--- src/xsgen_pkg.sv ---
// ----------------------------------------------------------------------------
// xsgen_pkg
// Shared types, codes and helpers for the xoshiro128 generator with an
// entropy feed.
// ----------------------------------------------------------------------------
package xsgen_pkg;

  localparam int unsigned WORD_W    = 32;
  localparam int unsigned OP_W      = 2;
  localparam int unsigned CAPTURE_W = 12;
  localparam int unsigned CFG_IDX_W = 2;

  // operation codes
  localparam logic [OP_W-1:0] OP_DRAW_PP = 2'd0;
  localparam logic [OP_W-1:0] OP_DRAW_SS = 2'd1;
  localparam logic [OP_W-1:0] OP_FEED    = 2'd2;

  // configuration register indexes
  localparam logic [CFG_IDX_W-1:0] REG_SERIAL_A = 2'd0;
  localparam logic [CFG_IDX_W-1:0] REG_SERIAL_B = 2'd1;
  localparam logic [CFG_IDX_W-1:0] REG_SERIAL_C = 2'd2;
  localparam logic [CFG_IDX_W-1:0] REG_SERIAL_D = 2'd3;

  // four 32-bit state words, word 0 in the low slot
  typedef logic [3:0][WORD_W-1:0] pool_t;

  // one item moving from the input register into the execute logic
  typedef struct packed {
    logic                 go;
    logic [OP_W-1:0]      op;
    logic [CAPTURE_W-1:0] cap;
  } exec_t;

  // rotate left by a constant amount
  function automatic logic [WORD_W-1:0] rotl(input logic [WORD_W-1:0] v,
                                             input int unsigned n);
    return (v << n) | (v >> (WORD_W - n));
  endfunction

  function automatic logic is_draw(input logic [OP_W-1:0] op);
    return (op == OP_DRAW_PP) || (op == OP_DRAW_SS);
  endfunction

endpackage

--- src/xsgen_ifs.sv ---
// ----------------------------------------------------------------------------
// xsgen interfaces
// Valid/ready channels for input items and drawn words.
// ----------------------------------------------------------------------------
interface xsgen_item_if;
  logic                                 valid;
  logic                                 ready;
  logic [xsgen_pkg::OP_W-1:0]           operation;
  logic [xsgen_pkg::WORD_W-1:0]         tick_count;
  logic [xsgen_pkg::CAPTURE_W-1:0]      capture_word;

  modport source (output valid, operation, tick_count, capture_word, input ready);
  modport sink   (input valid, operation, tick_count, capture_word, output ready);
endinterface

interface xsgen_result_if;
  logic                         valid;
  logic                         ready;
  logic [xsgen_pkg::WORD_W-1:0] random_value;

  modport source (output valid, random_value, input ready);
  modport sink   (input valid, random_value, output ready);
endinterface

--- src/xsgen_pool.sv ---
// ----------------------------------------------------------------------------
// xsgen_pool
// State register with the xoshiro128 update, zero reseed and byte feed.
// ----------------------------------------------------------------------------
module xsgen_pool (
  input  logic                  clk,
  input  logic                  rst,
  input  xsgen_pkg::exec_t      exec,
  input  xsgen_pkg::pool_t      seed,
  output xsgen_pkg::pool_t      drawn
);

  xsgen_pkg::pool_t pool;
  xsgen_pkg::pool_t pool_next;
  xsgen_pkg::pool_t advanced;
  xsgen_pkg::pool_t fed;
  logic [7:0]       feed_byte;
  logic [3:0]       feed_idx;

  // xoshiro128 state update
  always_comb begin
    advanced[2] = pool[2] ^ pool[0] ^ (pool[1] << 9);
    advanced[1] = pool[1] ^ pool[2] ^ pool[0];
    advanced[0] = pool[0] ^ pool[3] ^ pool[1];
    advanced[3] = xsgen_pkg::rotl(pool[3] ^ pool[1], 11);
  end

  // reseed when the updated state is all zero
  assign drawn = (advanced == '0) ? seed : advanced;

  // entropy byte into the selected state byte, little-endian across words
  assign feed_byte = exec.cap[7:0];
  assign feed_idx  = exec.cap[11:8];
  always_comb begin
    for (int w = 0; w < 4; w++) begin
      if (feed_idx[3:2] == w[1:0]) begin
        fed[w] = pool[w] ^ ({24'd0, feed_byte} << {feed_idx[1:0], 3'b000});
      end else begin
        fed[w] = pool[w];
      end
    end
  end

  // next state per operation
  always_comb begin
    pool_next = pool;
    if (exec.go) begin
      case (exec.op)
        xsgen_pkg::OP_DRAW_PP: pool_next = drawn;
        xsgen_pkg::OP_DRAW_SS: pool_next = drawn;
        xsgen_pkg::OP_FEED:    pool_next = fed;
        default:               pool_next = pool;
      endcase
    end
  end

  always_ff @(posedge clk) begin
    if (rst) begin
      pool <= '0;
    end else begin
      pool <= pool_next;
    end
  end

endmodule

--- src/xsgen_mix.sv ---
// ----------------------------------------------------------------------------
// xsgen_mix
// Output scrambler (plus-plus or star-star) and the result register.
// ----------------------------------------------------------------------------
module xsgen_mix (
  input  logic                          clk,
  input  logic                          rst,
  input  xsgen_pkg::exec_t              exec,
  input  xsgen_pkg::pool_t              drawn,
  xsgen_result_if.source                result
);

  logic [xsgen_pkg::WORD_W-1:0] pp_value;
  logic [xsgen_pkg::WORD_W-1:0] ss_times5;
  logic [xsgen_pkg::WORD_W-1:0] ss_rot;
  logic [xsgen_pkg::WORD_W-1:0] ss_value;
  logic [xsgen_pkg::WORD_W-1:0] mixed;
  logic                         load;
  logic                         valid;
  logic [xsgen_pkg::WORD_W-1:0] value;

  // plus-plus: rotl(w0 + w3, 7) + w0
  assign pp_value = xsgen_pkg::rotl(drawn[0] + drawn[3], 7) + drawn[0];

  // star-star: rotl(w1 * 5, 7) * 9, constant multiplies as shift-adds
  assign ss_times5 = drawn[1] + (drawn[1] << 2);
  assign ss_rot    = xsgen_pkg::rotl(ss_times5, 7);
  assign ss_value  = ss_rot + (ss_rot << 3);

  assign mixed = (exec.op == xsgen_pkg::OP_DRAW_SS) ? ss_value : pp_value;
  assign load  = exec.go && xsgen_pkg::is_draw(exec.op);

  // result register, drained by a transfer
  always_ff @(posedge clk) begin
    if (rst) begin
      valid <= 1'b0;
    end else if (load) begin
      valid <= 1'b1;
    end else if (result.ready) begin
      valid <= 1'b0;
    end
  end

  always_ff @(posedge clk) begin
    if (load) begin
      value <= mixed;
    end
  end

  assign result.valid        = valid;
  assign result.random_value = value;

endmodule

--- src/xoshiro128_generator_with_entropy_feed_top.sv ---
// ----------------------------------------------------------------------------
// xoshiro128_generator_with_entropy_feed_top
// xoshiro128 generator with plus-plus/star-star draws and an entropy feed.
//
//   channel   dir   contents
//   item      in    operation, tick_count, capture_word
//   result    out   random_value (one per draw, none for feed)
//   cfg_*     in    serial words a..d, write only
//
// One item per cycle sustained while draw results are taken; a draw's item
// goes through the input register, then its word into the result register.
// The state update, reseed and scrambler sit between those two registers.
// A stalled result holds; feeds keep flowing past it, draws wait for it.
// Reset clears the state and serial words; a draw from all-zero state seeds it.
// ----------------------------------------------------------------------------
module xoshiro128_generator_with_entropy_feed_top (
  input  logic                                clk,
  input  logic                                rst,
  xsgen_item_if.sink                          item,
  xsgen_result_if.source                      result,
  input  logic                                cfg_write,
  input  logic [xsgen_pkg::CFG_IDX_W-1:0]     cfg_index,
  input  logic [xsgen_pkg::WORD_W-1:0]        cfg_data
);

  logic [xsgen_pkg::WORD_W-1:0]    serial_a;
  logic [xsgen_pkg::WORD_W-1:0]    serial_b;
  logic [xsgen_pkg::WORD_W-1:0]    serial_c;
  logic [xsgen_pkg::WORD_W-1:0]    serial_d;
  logic                            stage_valid;
  logic [xsgen_pkg::OP_W-1:0]      stage_op;
  logic [xsgen_pkg::WORD_W-1:0]    stage_tick;
  logic [xsgen_pkg::CAPTURE_W-1:0] stage_cap;
  logic                            advance;
  xsgen_pkg::exec_t                exec;
  xsgen_pkg::pool_t                seed;
  xsgen_pkg::pool_t                drawn;

  // configuration registers
  always_ff @(posedge clk) begin
    if (rst) begin
      serial_a <= '0;
      serial_b <= '0;
      serial_c <= '0;
      serial_d <= '0;
    end else if (cfg_write) begin
      case (cfg_index)
        xsgen_pkg::REG_SERIAL_A: serial_a <= cfg_data;
        xsgen_pkg::REG_SERIAL_B: serial_b <= cfg_data;
        xsgen_pkg::REG_SERIAL_C: serial_c <= cfg_data;
        xsgen_pkg::REG_SERIAL_D: serial_d <= cfg_data;
        default: ;
      endcase
    end
  end

  // a draw needs the result register free or draining; others always go
  assign advance = stage_valid &&
                   (!xsgen_pkg::is_draw(stage_op) || !result.valid || result.ready);
  assign item.ready = !stage_valid || advance;

  // input register
  always_ff @(posedge clk) begin
    if (rst) begin
      stage_valid <= 1'b0;
    end else if (item.ready) begin
      stage_valid <= item.valid;
    end
  end

  always_ff @(posedge clk) begin
    if (item.valid && item.ready) begin
      stage_op   <= item.operation;
      stage_tick <= item.tick_count;
      stage_cap  <= item.capture_word;
    end
  end

  assign exec.go   = advance;
  assign exec.op   = stage_op;
  assign exec.cap  = stage_cap;

  // seed words, tick folded into the first two
  assign seed[0] = serial_a ^ stage_tick;
  assign seed[1] = serial_b ^ stage_tick;
  assign seed[2] = serial_c;
  assign seed[3] = serial_d;

  xsgen_pool u_pool (
    .clk   (clk),
    .rst   (rst),
    .exec  (exec),
    .seed  (seed),
    .drawn (drawn)
  );

  xsgen_mix u_mix (
    .clk    (clk),
    .rst    (rst),
    .exec   (exec),
    .drawn  (drawn),
    .result (result)
  );

  // an executed draw always lands in the result register
  assert property (@(posedge clk) disable iff (rst)
    (advance && xsgen_pkg::is_draw(stage_op)) |=> result.valid)
    else $error("executed draw did not produce a result");

  // a held item in the input register is not lost or changed
  assert property (@(posedge clk) disable iff (rst)
    (stage_valid && !advance) |=> (stage_valid && $stable(stage_op) &&
                                   $stable(stage_cap) && $stable(stage_tick)))
    else $error("stalled item in input register was disturbed");

  // a draw never executes over an undelivered result
  assert property (@(posedge clk) disable iff (rst)
    (advance && xsgen_pkg::is_draw(stage_op)) |-> (!result.valid || result.ready))
    else $error("draw overwrote a pending result");

endmodule
--- src/flat_wrapper.sv ---
// flat-port wrapper written by rule: the top's interface ports become plain ports
module xoshiro128_generator_with_entropy_feed_top_flat 
  (clk, rst, cfg_write, cfg_index, cfg_data, item_valid, item_operation, item_tick_count, item_capture_word, item_ready, result_valid, result_random_value, result_ready);
  xsgen_item_if item_i ();
  xsgen_result_if result_i ();
  input  logic clk;
  input  logic rst;
  input  logic cfg_write;
  input  logic [xsgen_pkg::CFG_IDX_W-1:0] cfg_index;
  input  logic [xsgen_pkg::WORD_W-1:0] cfg_data;
  input wire logic [$bits(item_i.valid)-1:0] item_valid;
  input wire logic [$bits(item_i.operation)-1:0] item_operation;
  input wire logic [$bits(item_i.tick_count)-1:0] item_tick_count;
  input wire logic [$bits(item_i.capture_word)-1:0] item_capture_word;
  output wire logic [$bits(item_i.ready)-1:0] item_ready;
  output wire logic [$bits(result_i.valid)-1:0] result_valid;
  output wire logic [$bits(result_i.random_value)-1:0] result_random_value;
  input wire logic [$bits(result_i.ready)-1:0] result_ready;
  assign item_i.valid = item_valid;
  assign item_i.operation = item_operation;
  assign item_i.tick_count = item_tick_count;
  assign item_i.capture_word = item_capture_word;
  assign item_ready = item_i.ready;
  assign result_valid = result_i.valid;
  assign result_random_value = result_i.random_value;
  assign result_i.ready = result_ready;
  xoshiro128_generator_with_entropy_feed_top u_core (.clk(clk), .rst(rst), .item(item_i), .result(result_i), .cfg_write(cfg_write), .cfg_index(cfg_index), .cfg_data(cfg_data));
endmodule
--- config.mk ---
export PLATFORM = sky130hd
export DESIGN_NAME = xoshiro128_generator_with_entropy_feed_top_flat
export DESIGN_NICKNAME = d
export VERILOG_FILES = /design/src/xsgen_pkg.sv /design/src/xsgen_ifs.sv /design/src/xsgen_pool.sv /design/src/xsgen_mix.sv /design/src/xoshiro128_generator_with_entropy_feed_top.sv /design/src/flat_wrapper.sv
export SDC_FILE = /design/constraint.sdc
export NUM_CORES = 1
export LEC_CHECK = 0
export BUFFER_PORTS_ARGS = -buffer_cell sky130_fd_sc_hd__buf_2
export CAP_MARGIN = 25
export CORE_ASPECT_RATIO = 0.6
export CORE_MARGIN = 2
export CORE_UTILIZATION = 45
export CTS_BUF_LIST = sky130_fd_sc_hd__clkbuf_8
export CTS_CLUSTER_DIAMETER = 30
export DETAILED_ROUTE_END_ITERATION = 10
export PLACE_DENSITY = 0.7
export RECOVER_POWER = 50
export REMOVE_ABC_BUFFERS = 1
export SYNTH_ARGS = -nofsm -noshare
export SYNTH_HDL_FRONTEND = slang
export SYNTH_SLANG_ARGS = --single-unit
--- constraint.sdc ---
create_clock -name clk -period 26.5 [get_ports clk]
set_input_delay 0 -clock clk [delete_from_list [all_inputs] [get_ports clk]]
set_output_delay 0 -clock clk [all_outputs]
set_load 0.02 [all_outputs]
After elaboration in Yosys (flattened, before gate mapping)
Index checks and enable logic that the tools add are counted.
{"block": "op_classes", "mux": 9, "add_sub_neg": 4, "shift": 1, "n_eq_ne": 12, "n_bitwise": 16, "n_reduce_logical": 25}
{"cell": "32-bit bitwise XOR", "count": 13}
{"cell": "128-bit case mux with 2 select lines", "count": 1}
{"cell": "32-bit 2-to-1 mux", "count": 5}
{"cell": "32-bit adder", "count": 4}
{"cell": "128-bit logical NOT", "count": 1}
{"cell": "128-bit 2-to-1 mux", "count": 1}
{"cell": "32-bit by 7-bit OR with 32-bit output", "count": 2}
{"cell": "32-bit by 11-bit OR with 32-bit output", "count": 1}
{"cell": "8-bit by 5-bit << shifter with 32-bit output", "count": 1}
{"cell": "3-bit AND reduction", "count": 4}
{"cell": "2-bit equality test (second input constant)", "count": 5}
{"cell": "2-bit inequality test (second input constant)", "count": 4}
{"cell": "2-bit AND reduction", "count": 4}
{"cell": "2-bit by 1-bit equality test with 1-bit output (second input constant)", "count": 3}
{"cell": "2-bit logical NOT", "count": 3}
{"cell": "1-bit logical OR", "count": 4}
{"cell": "2-bit nonzero test", "count": 2}
{"cell": "1-bit logical AND", "count": 3}
{"cell": "1-bit logical NOT", "count": 3}
{"cell": "1-bit 2-to-1 mux", "count": 2}
{"cell": "2-bit OR reduction", "count": 1}
{"block": "word_totals", "regBits": 336, "elab_cells": 81}

Longest topological paths before layout
{"block": "depth", "word_depth": 8, "depth_mapped": 45}

Cells and area by module
Synthesis repeated with hierarchy kept, for this count alone.
{"block": "unflattened", "hier_cells": 3072, "area_unflattened_um2": 26162.6}
{"mod": "xsgen_pool", "cells_per_inst": 1637, "area_each_um2": 12141.6, "n_inst": 1, "seq_area_each_um2": 2562.5}
{"mod": "xoshiro128_generator_with_entropy_feed_top", "cells_per_inst": 572, "area_each_um2": 7046.8, "n_inst": 1, "seq_area_each_um2": 3963.8}
{"mod": "xsgen_mix", "cells_per_inst": 863, "area_each_um2": 6974.2, "n_inst": 1, "seq_area_each_um2": 980.9}

Least setup slack after synthesis
OpenSTA, ideal clock, no wires.
{"block": "synth_timing", "path_type": "register to register", "from": "register u_core.u_pool.pool[53] in the netlist's numbering", "to": "register u_core.u_mix.value (netlist bit u_core.u_mix.result.random_value[30]), data pin", "synth_period_minus_slack_ns": 9.600, "arrival_time_ns": 9.465, "setup_time_ns": 0.135, "path_slack_ns": 16.900, "stages_incl_launch_ff": 44, "required_ns": 26.365, "cell_sequence": "dfxtp_1 -> clkbuf_1 -> xor2_1 -> or4_1 -> nor4_1 -> nand4_1 -> or3_1 -> nor2_1 -> buf_2 -> clkbuf_1 -> buf_1 -> a21o_1 -> ha_1 -> a21o_1 -> o21ai_0 -> o221ai_1 -> a221oi_1 -> a2bb2oi_1 -> [8 not listed] -> fa_1 -> a21o_1 -> a21oi_1 -> o21bai_1 -> a21oi_1 -> o21bai_1 -> a21oi_1 -> o21bai_1 -> a21oi_1 -> o21ai_0 -> nand2_1 -> o21ai_0 -> o21ai_0 -> o21ai_0 -> o211a_1 -> o311a_1 -> or3_1 -> nand3_1"}
{"block": "synth_between", "elab_chain_len": 8}
{"item": "from (decl)", "line_no": "xsgen_pool.sv:13", "source": "xsgen_pkg::pool_t pool;"}
{"item": "from (signal assigned)", "line_no": "xsgen_pool.sv:61", "source": "pool <= pool_next;"}
{"item": "32-bit bitwise XOR, on equally long branches", "line_no": "xsgen_pool.sv:23, xsgen_pool.sv:25"}
{"item": "32-bit bitwise XOR or 32-bit by 11-bit OR with 32-bit output (tied branches)", "line_no": "xsgen_pool.sv:23, xsgen_pkg.sv:37"}
{"item": "128-bit logical NOT", "line_no": "xsgen_pool.sv:29", "source": "assign drawn = (advanced == '0) ? seed : advanced;"}
{"item": "128-bit 2-to-1 mux (*)", "line_no": "xsgen_pool.sv:29"}
{"item": "32-bit adder, on equally long branches", "line_no": "xsgen_mix.sv:23, xsgen_mix.sv:26"}
{"item": "32-bit by 7-bit OR with 32-bit output", "line_no": "xsgen_pkg.sv:37", "source": "return (v << n) | (v >> (WORD_W - n));"}
{"item": "32-bit adder, on equally long branches", "line_no": "xsgen_mix.sv:23, xsgen_mix.sv:28"}
{"item": "32-bit 2-to-1 mux (*)", "line_no": "xsgen_mix.sv:30", "source": "assign mixed = (exec.op == xsgen_pkg::OP_DRAW_SS) ? ss_value : pp_value;"}
{"item": "net u_core.u_mix.mixed, one bit", "line_no": "xsgen_mix.sv:17", "source": "logic [xsgen_pkg::WORD_W-1:0] mixed;"}
{"item": "to (signal assigned)", "line_no": "xsgen_mix.sv:46", "source": "value <= mixed;"}
{"item": "to (decl)", "line_no": "xsgen_mix.sv:20", "source": "logic [xsgen_pkg::WORD_W-1:0] value;"}
Mark *: on every way through the listed nets, which the timed path passes. The rest lies on a longest branch.
A chain may end at the register's enable or synchronous reset.

Final worst setup path
{"block": "layout_timing", "from": "register u_core.u_pool.pool[10] in the netlist's numbering", "to": "register u_core.u_mix.value (netlist bit u_core.u_mix.result.random_value[31]), data pin"}
{"block": "layout_between", "elab_chain_len": 8}
{"item": "32-bit bitwise XOR, on equally long branches (2 in a row)", "line_no": "xsgen_pool.sv:24, xsgen_pool.sv:22"}
{"item": "128-bit logical NOT", "line_no": "xsgen_pool.sv:29"}
{"item": "128-bit 2-to-1 mux (*)", "line_no": "xsgen_pool.sv:29"}
{"item": "32-bit adder, on equally long branches", "line_no": "xsgen_mix.sv:23, xsgen_mix.sv:26"}
{"item": "32-bit by 7-bit OR with 32-bit output", "line_no": "xsgen_pkg.sv:37"}
{"item": "32-bit adder, on equally long branches", "line_no": "xsgen_mix.sv:23, xsgen_mix.sv:28"}
{"item": "32-bit 2-to-1 mux (*)", "line_no": "xsgen_mix.sv:30"}
{"item": "net u_core.u_mix.mixed, one bit", "line_no": "xsgen_mix.sv:17"}
Marks and branches as above.

==> results <==
- After detailed routing, the number of vias per cell comes to between 6 and 7.
- The total number of clock tree sinks is 336.
- The synthesized design contains 336 register bits.
- The tightest hold margin is between 15 and 20 ps.
- The initial core utilization is 45.59%.
- The share of the clock period used by the worst path after layout is 48.22%.
- The number of global-route vias before repair is between 20000 and 25000.
- The critical-path cell with the highest stage delay is sky130_fd_sc_hd__nand4_1.
- The largest net degree at the start of global routing is roughly 130.
- The slew at the pin closest to its max-slew limit is around 3000 ps.
- Setup repair after global routing left no endpoint under its margin.
- The most used flip-flop cell after synthesis is sky130_fd_sc_hd__dfxtp_1.
- Headroom to the max-slew limit came out at -98.00%.
- At the end of routability-driven placement, the weighted congestion stood at 1.031.
- Gates resized during post-CTS repair numbered 0.
- The summed instance area of the synthesized netlist is 0.02395 mm².
- The worst-case clock buffer depth is 3.
- The worst hold path belongs to the class in2reg.
- The largest family of logic cells by synthesized area is compound AO/OA/AOI/OAI gates.
- STA classifies the critical path startpoint as a register.
- The fraction of layout cells with a size suffix above 1 is 9.945%.
- The antenna violation net count after detailed routing is 0.
- The synthesized netlist devotes approximately 15% of its cell area to XOR and XNOR gates.
- The reported max-cap violation count is 6.
- The overall overflow remaining after global route is 0.
- After layout, the worst setup slack is approximately 14000 ps.
- The worst supply voltage drop on vdd is roughly 0.056 mV.
- The clock power share is approximately a third.
- The net switching power is 699.2 µW.
- In this run, flip-flops and latches consume a little under a third of the power.
- The CTS tree is yes.
- On the worst path, the slowest cell contributes a delay of 810 ps.
- The area share of and/or/nand/nor cells after synthesis is between 10% and 20%.
- For the worst-skew pair, the clock arrives at the later sink with an insertion delay of roughly 700 ps.
- The area added between synthesis and finish is 16.44%.
- The number of antenna violations at the first check in global routing is 7.
- The CTS root buffer is sky130_fd_sc_hd__clkbuf_8.
- Summed over all failing endpoints, the final setup total negative slack is 0 ps.
- The minimum clock period is 12780 ps.
- The wire length per cell after detailed routing is ~25 µm.
- The post-detailed-route DRC marker count is 0.
- Buffers placed on the I/O ports in this run total 118.
- The leakage power summed over all cells is 0.01128 µW.
- The synthesized netlist devotes 23.48% of its cell area to compound gates.
- The die is 301.9 µm wide.
- The filler cells instantiated in the layout total 5079.
- The sequential element share of the synthesized area is 31.34%.
- The count of routing violations after the opening detailed-route iteration is ~4000.
- The total I/O pin count is 119.
- For this run, the number of Yosys warnings is 0.
- The distinct cell type count of the synthesized netlist is 92.
- Clock tree synthesis inserted a total of 74 buffers.
- The fraction of registers with async set/reset is 0%.
- Before antenna repair, the detailed router went through 6 iterations.
- The full die area is 0.05515 mm².
- The hold violation total from the final report was 0.
- Counting stages on the worst path, the most repeated cell is sky130_fd_sc_hd__o21ai_0.
- The switching portion of total power is 37.52%.
- For this design the ratio of total power to cell area is 66.82 mW/mm².
- The post-detailed-routing wire length is 99320 µm.
- STA classifies the critical path endpoint as a register.
- The cell count after synthesis is 3048.
- The maximum achievable frequency is between 70 and 80 MHz.
- Combinational cells account for 33.4% of the total power.
- The minimum setup slack after placement is ~15000 ps.
- The average instance in the mapped netlist occupies 7.859 µm².
- The count of standard-cell rows is 65.
- The final net count is 3396.
- The diode insertion count for antenna repair is 0.
- The critical setup path kind is reg2reg.
- The routed layout has 24520 vias.
- STA puts the critical path data required time at 26910 ps.
- The run finished, with violations left.
- Measured along the y axis, the die boundary spans ~180 µm.
- The portion of netlist area occupied by mux cells is 0.4962%.
- The clock arrives with roughly 23 ps of skew.
- The maximum level of the CTS H-tree is 3.
- The first global-routing pass estimated 144800 µm of wire.
- The number of enable-type register cells in the synthesized netlist is a little under 80.
- The clock slew at the register clock pins of the worst setup and hold paths is 70 ps.
- The HPWL after detailed placement is 72110 µm.
- Of all nets on the critical path, the largest fanout is between 40 and 50.
- The number of max-slew violations in the final report came to 212.
- The internal portion of the total power is 1164 µW.
- The checks that failed: max-capacitance violations, max-slew violations.
- The core region is 0.05254 mm².
- Of the total synthesized cell area, the portion taken by full adders, half adders and majority gates is 5.709%.
- Global routing used 35.36% of the available tracks.
- The data arrival time of the critical path is between 10000 and 15000 ps.
- Setup violations remaining at the end of the flow were counted as 0.
cell families after synthesis:
family / Yosys count
and+or+nand+nor: 1047
AOI/OAI and AO/OA: 919
xor gates and xnor gates: 361
DFF: 336
buffers and inverters: 266
adders and majority gates: 108
muxes: 11
power by group through the flow:
stage	Sequential (µW)	Combinational [µW]	Clock, µW
2_1_floorplan	591	391	0
3_3_place_gp	593	588	0
3_5_place_dp	593	585	0
4_1_cts	583	601	662
5_1_grt	586	668	689
6_report	585	623	656
worst max-delay path: cells and delay by family, from the launching register on:
family / cells / cell delay, ps
adder cells (fa/ha/maj): 2 / 580
AND/OR/NAND/NOR: 8 / 2530
multiplexers: 1 / 130
buffers and inverters: 1 / 550
flip-flops: 1 / 470
AO/OA/AOI/OAI: 25 / 6450
XOR/XNOR: 4 / 1730
cells in the final DEF, fill, tap and decap left out, drive strengths merged, types with 8 or more instances in the layout:
cell           n
a211oi        88
a21boi         8
a21o          44
a21oi        371
a22oi         28
a31o          15
a31oi         40
and2          18
and3          28
buf          136
bufinv         8
clkbuf       122
clkinv        22
dfxtp        258
dlygate4sd3  113
edfxtp        78
ha           102
inv           78
nand2        494
nand2b        18
nand3        109
nand4         16
nor2         190
nor2b         20
nor3          82
nor4          14
o21a          13
o21ai        177
o21bai        24
o22ai         16
o31ai         12
or2           19
or3           15
xnor2        205
xnor3         30
xor2         125
area by class of cell:
class | instances | area (µm²) | share of cell area (%)
repair buffers | 289 | 2157 | 7.734
well taps | 703 | 879.6 | 3.154
clock inverters | 56 | 536.8 | 1.925
multi-input cells | 2446 | 15460 | 55.43
clock buffers | 82 | 1129 | 4.046
inverters | 59 | 221.5 | 0.7940
flip-flops and latches | 336 | 7507 | 26.92
state kept, by name, indices dropped and copies added, names as in the netlist:
signal / count
u_core.serial_b: 32
u_core.stage_op: 2
u_core.u_mix.result.random_value: 32
u_core.serial_c: 32
u_core.stage_tick: 32
u_core.stage_valid: 1
u_core.serial_d: 32
u_core.serial_a: 32
u_core.u_pool.pool: 128
u_core.u_mix.result.valid: 1
u_core.stage_cap: 12
synth_stat cells (12+ instances only):
| master | instances | area (µm²) |
|---|---|---|
| sky130_fd_sc_hd__xnor2_1 | 204 | 1787 |
| sky130_fd_sc_hd__clkbuf_1 | 169 | 634.4 |
| sky130_fd_sc_hd__xor2_1 | 122 | 1069 |
| sky130_fd_sc_hd__o31ai_1 | 12 | 90.09 |
| sky130_fd_sc_hd__nand2b_1 | 18 | 112.6 |
| sky130_fd_sc_hd__o21bai_1 | 24 | 180.2 |
| sky130_fd_sc_hd__nor4_1 | 13 | 81.33 |
| sky130_fd_sc_hd__nor2b_1 | 20 | 125.1 |
| sky130_fd_sc_hd__o21ai_0 | 174 | 870.8 |
| sky130_fd_sc_hd__xnor3_1 | 30 | 675.7 |
| sky130_fd_sc_hd__nor2_1 | 189 | 709.4 |
| sky130_fd_sc_hd__a22oi_1 | 28 | 210.2 |
| sky130_fd_sc_hd__nand4_1 | 16 | 100.1 |
| sky130_fd_sc_hd__nor3_1 | 81 | 405.4 |
| sky130_fd_sc_hd__edfxtp_1 | 78 | 2342 |
| sky130_fd_sc_hd__or2_2 | 19 | 118.9 |
| sky130_fd_sc_hd__dfxtp_1 | 258 | 5165 |
| sky130_fd_sc_hd__nand3_1 | 109 | 545.5 |
| sky130_fd_sc_hd__and2_1 | 18 | 112.6 |
| sky130_fd_sc_hd__o22ai_1 | 16 | 100.1 |
| sky130_fd_sc_hd__buf_1 | 17 | 63.81 |
| sky130_fd_sc_hd__a31o_2 | 15 | 131.4 |
| sky130_fd_sc_hd__inv_1 | 59 | 221.5 |
| sky130_fd_sc_hd__a21o_1 | 44 | 330.3 |
| sky130_fd_sc_hd__a211oi_1 | 88 | 660.6 |
| sky130_fd_sc_hd__or3_1 | 15 | 93.84 |
| sky130_fd_sc_hd__a21oi_1 | 371 | 1857 |
| sky130_fd_sc_hd__ha_1 | 102 | 1276 |
| sky130_fd_sc_hd__nand2_1 | 493 | 1851 |
| sky130_fd_sc_hd__o21a_1 | 13 | 97.59 |
| sky130_fd_sc_hd__buf_2 | 14 | 70.07 |
| sky130_fd_sc_hd__and3_1 | 28 | 175.2 |
| sky130_fd_sc_hd__a31oi_1 | 39 | 244.0 |
repair_timing:
action,in CTS,in global routing
buffers inserted,0,0
hold buffers,113,0
endpoints found under the hold margin,213,0
setup endpoints to repair,0,0
through the flow:
step | util [%] | cells | instance area, µm² | total power (µW)
after global placement | 47.77 | 3716 | 25100 | 1181
after detailed placement | 47.78 | 3717 | 25100 | 1178
after global routing | 53.09 | 3971 | 27890 | 1944
after floorplan | - | 2841 | 23130 | 981.8
after CTS | 53.10 | 3968 | 27900 | 1846
final | 53.09 | 3971 | 27890 | 1864
path summary, 6_finish.rpt:
path                           from                                    to  slack [ps]  cells past startpoint
max          u_core.u_pool.pool[10]  u_core.u_mix.result.random_value[31]       13720                     41
min             item_tick_count[30]                 u_core.stage_tick[30]          20                      2
min reg2reg     u_core.serial_c[19]                   u_core.serial_c[19]         460                      2
max reg2reg  u_core.u_pool.pool[10]  u_core.u_mix.result.random_value[31]       13720                     41
layer usage:
layer  GRT usage, %  vias to the layer above  wire length, µm
met5              0                        -               56
met4          10.48                       10             2950
met3          11.63                      166            14700
met2          47.00                     1671            37930
met1          53.05                    11500            43690
li1               -                    11170                -
(Power assumes the default switching activity.)
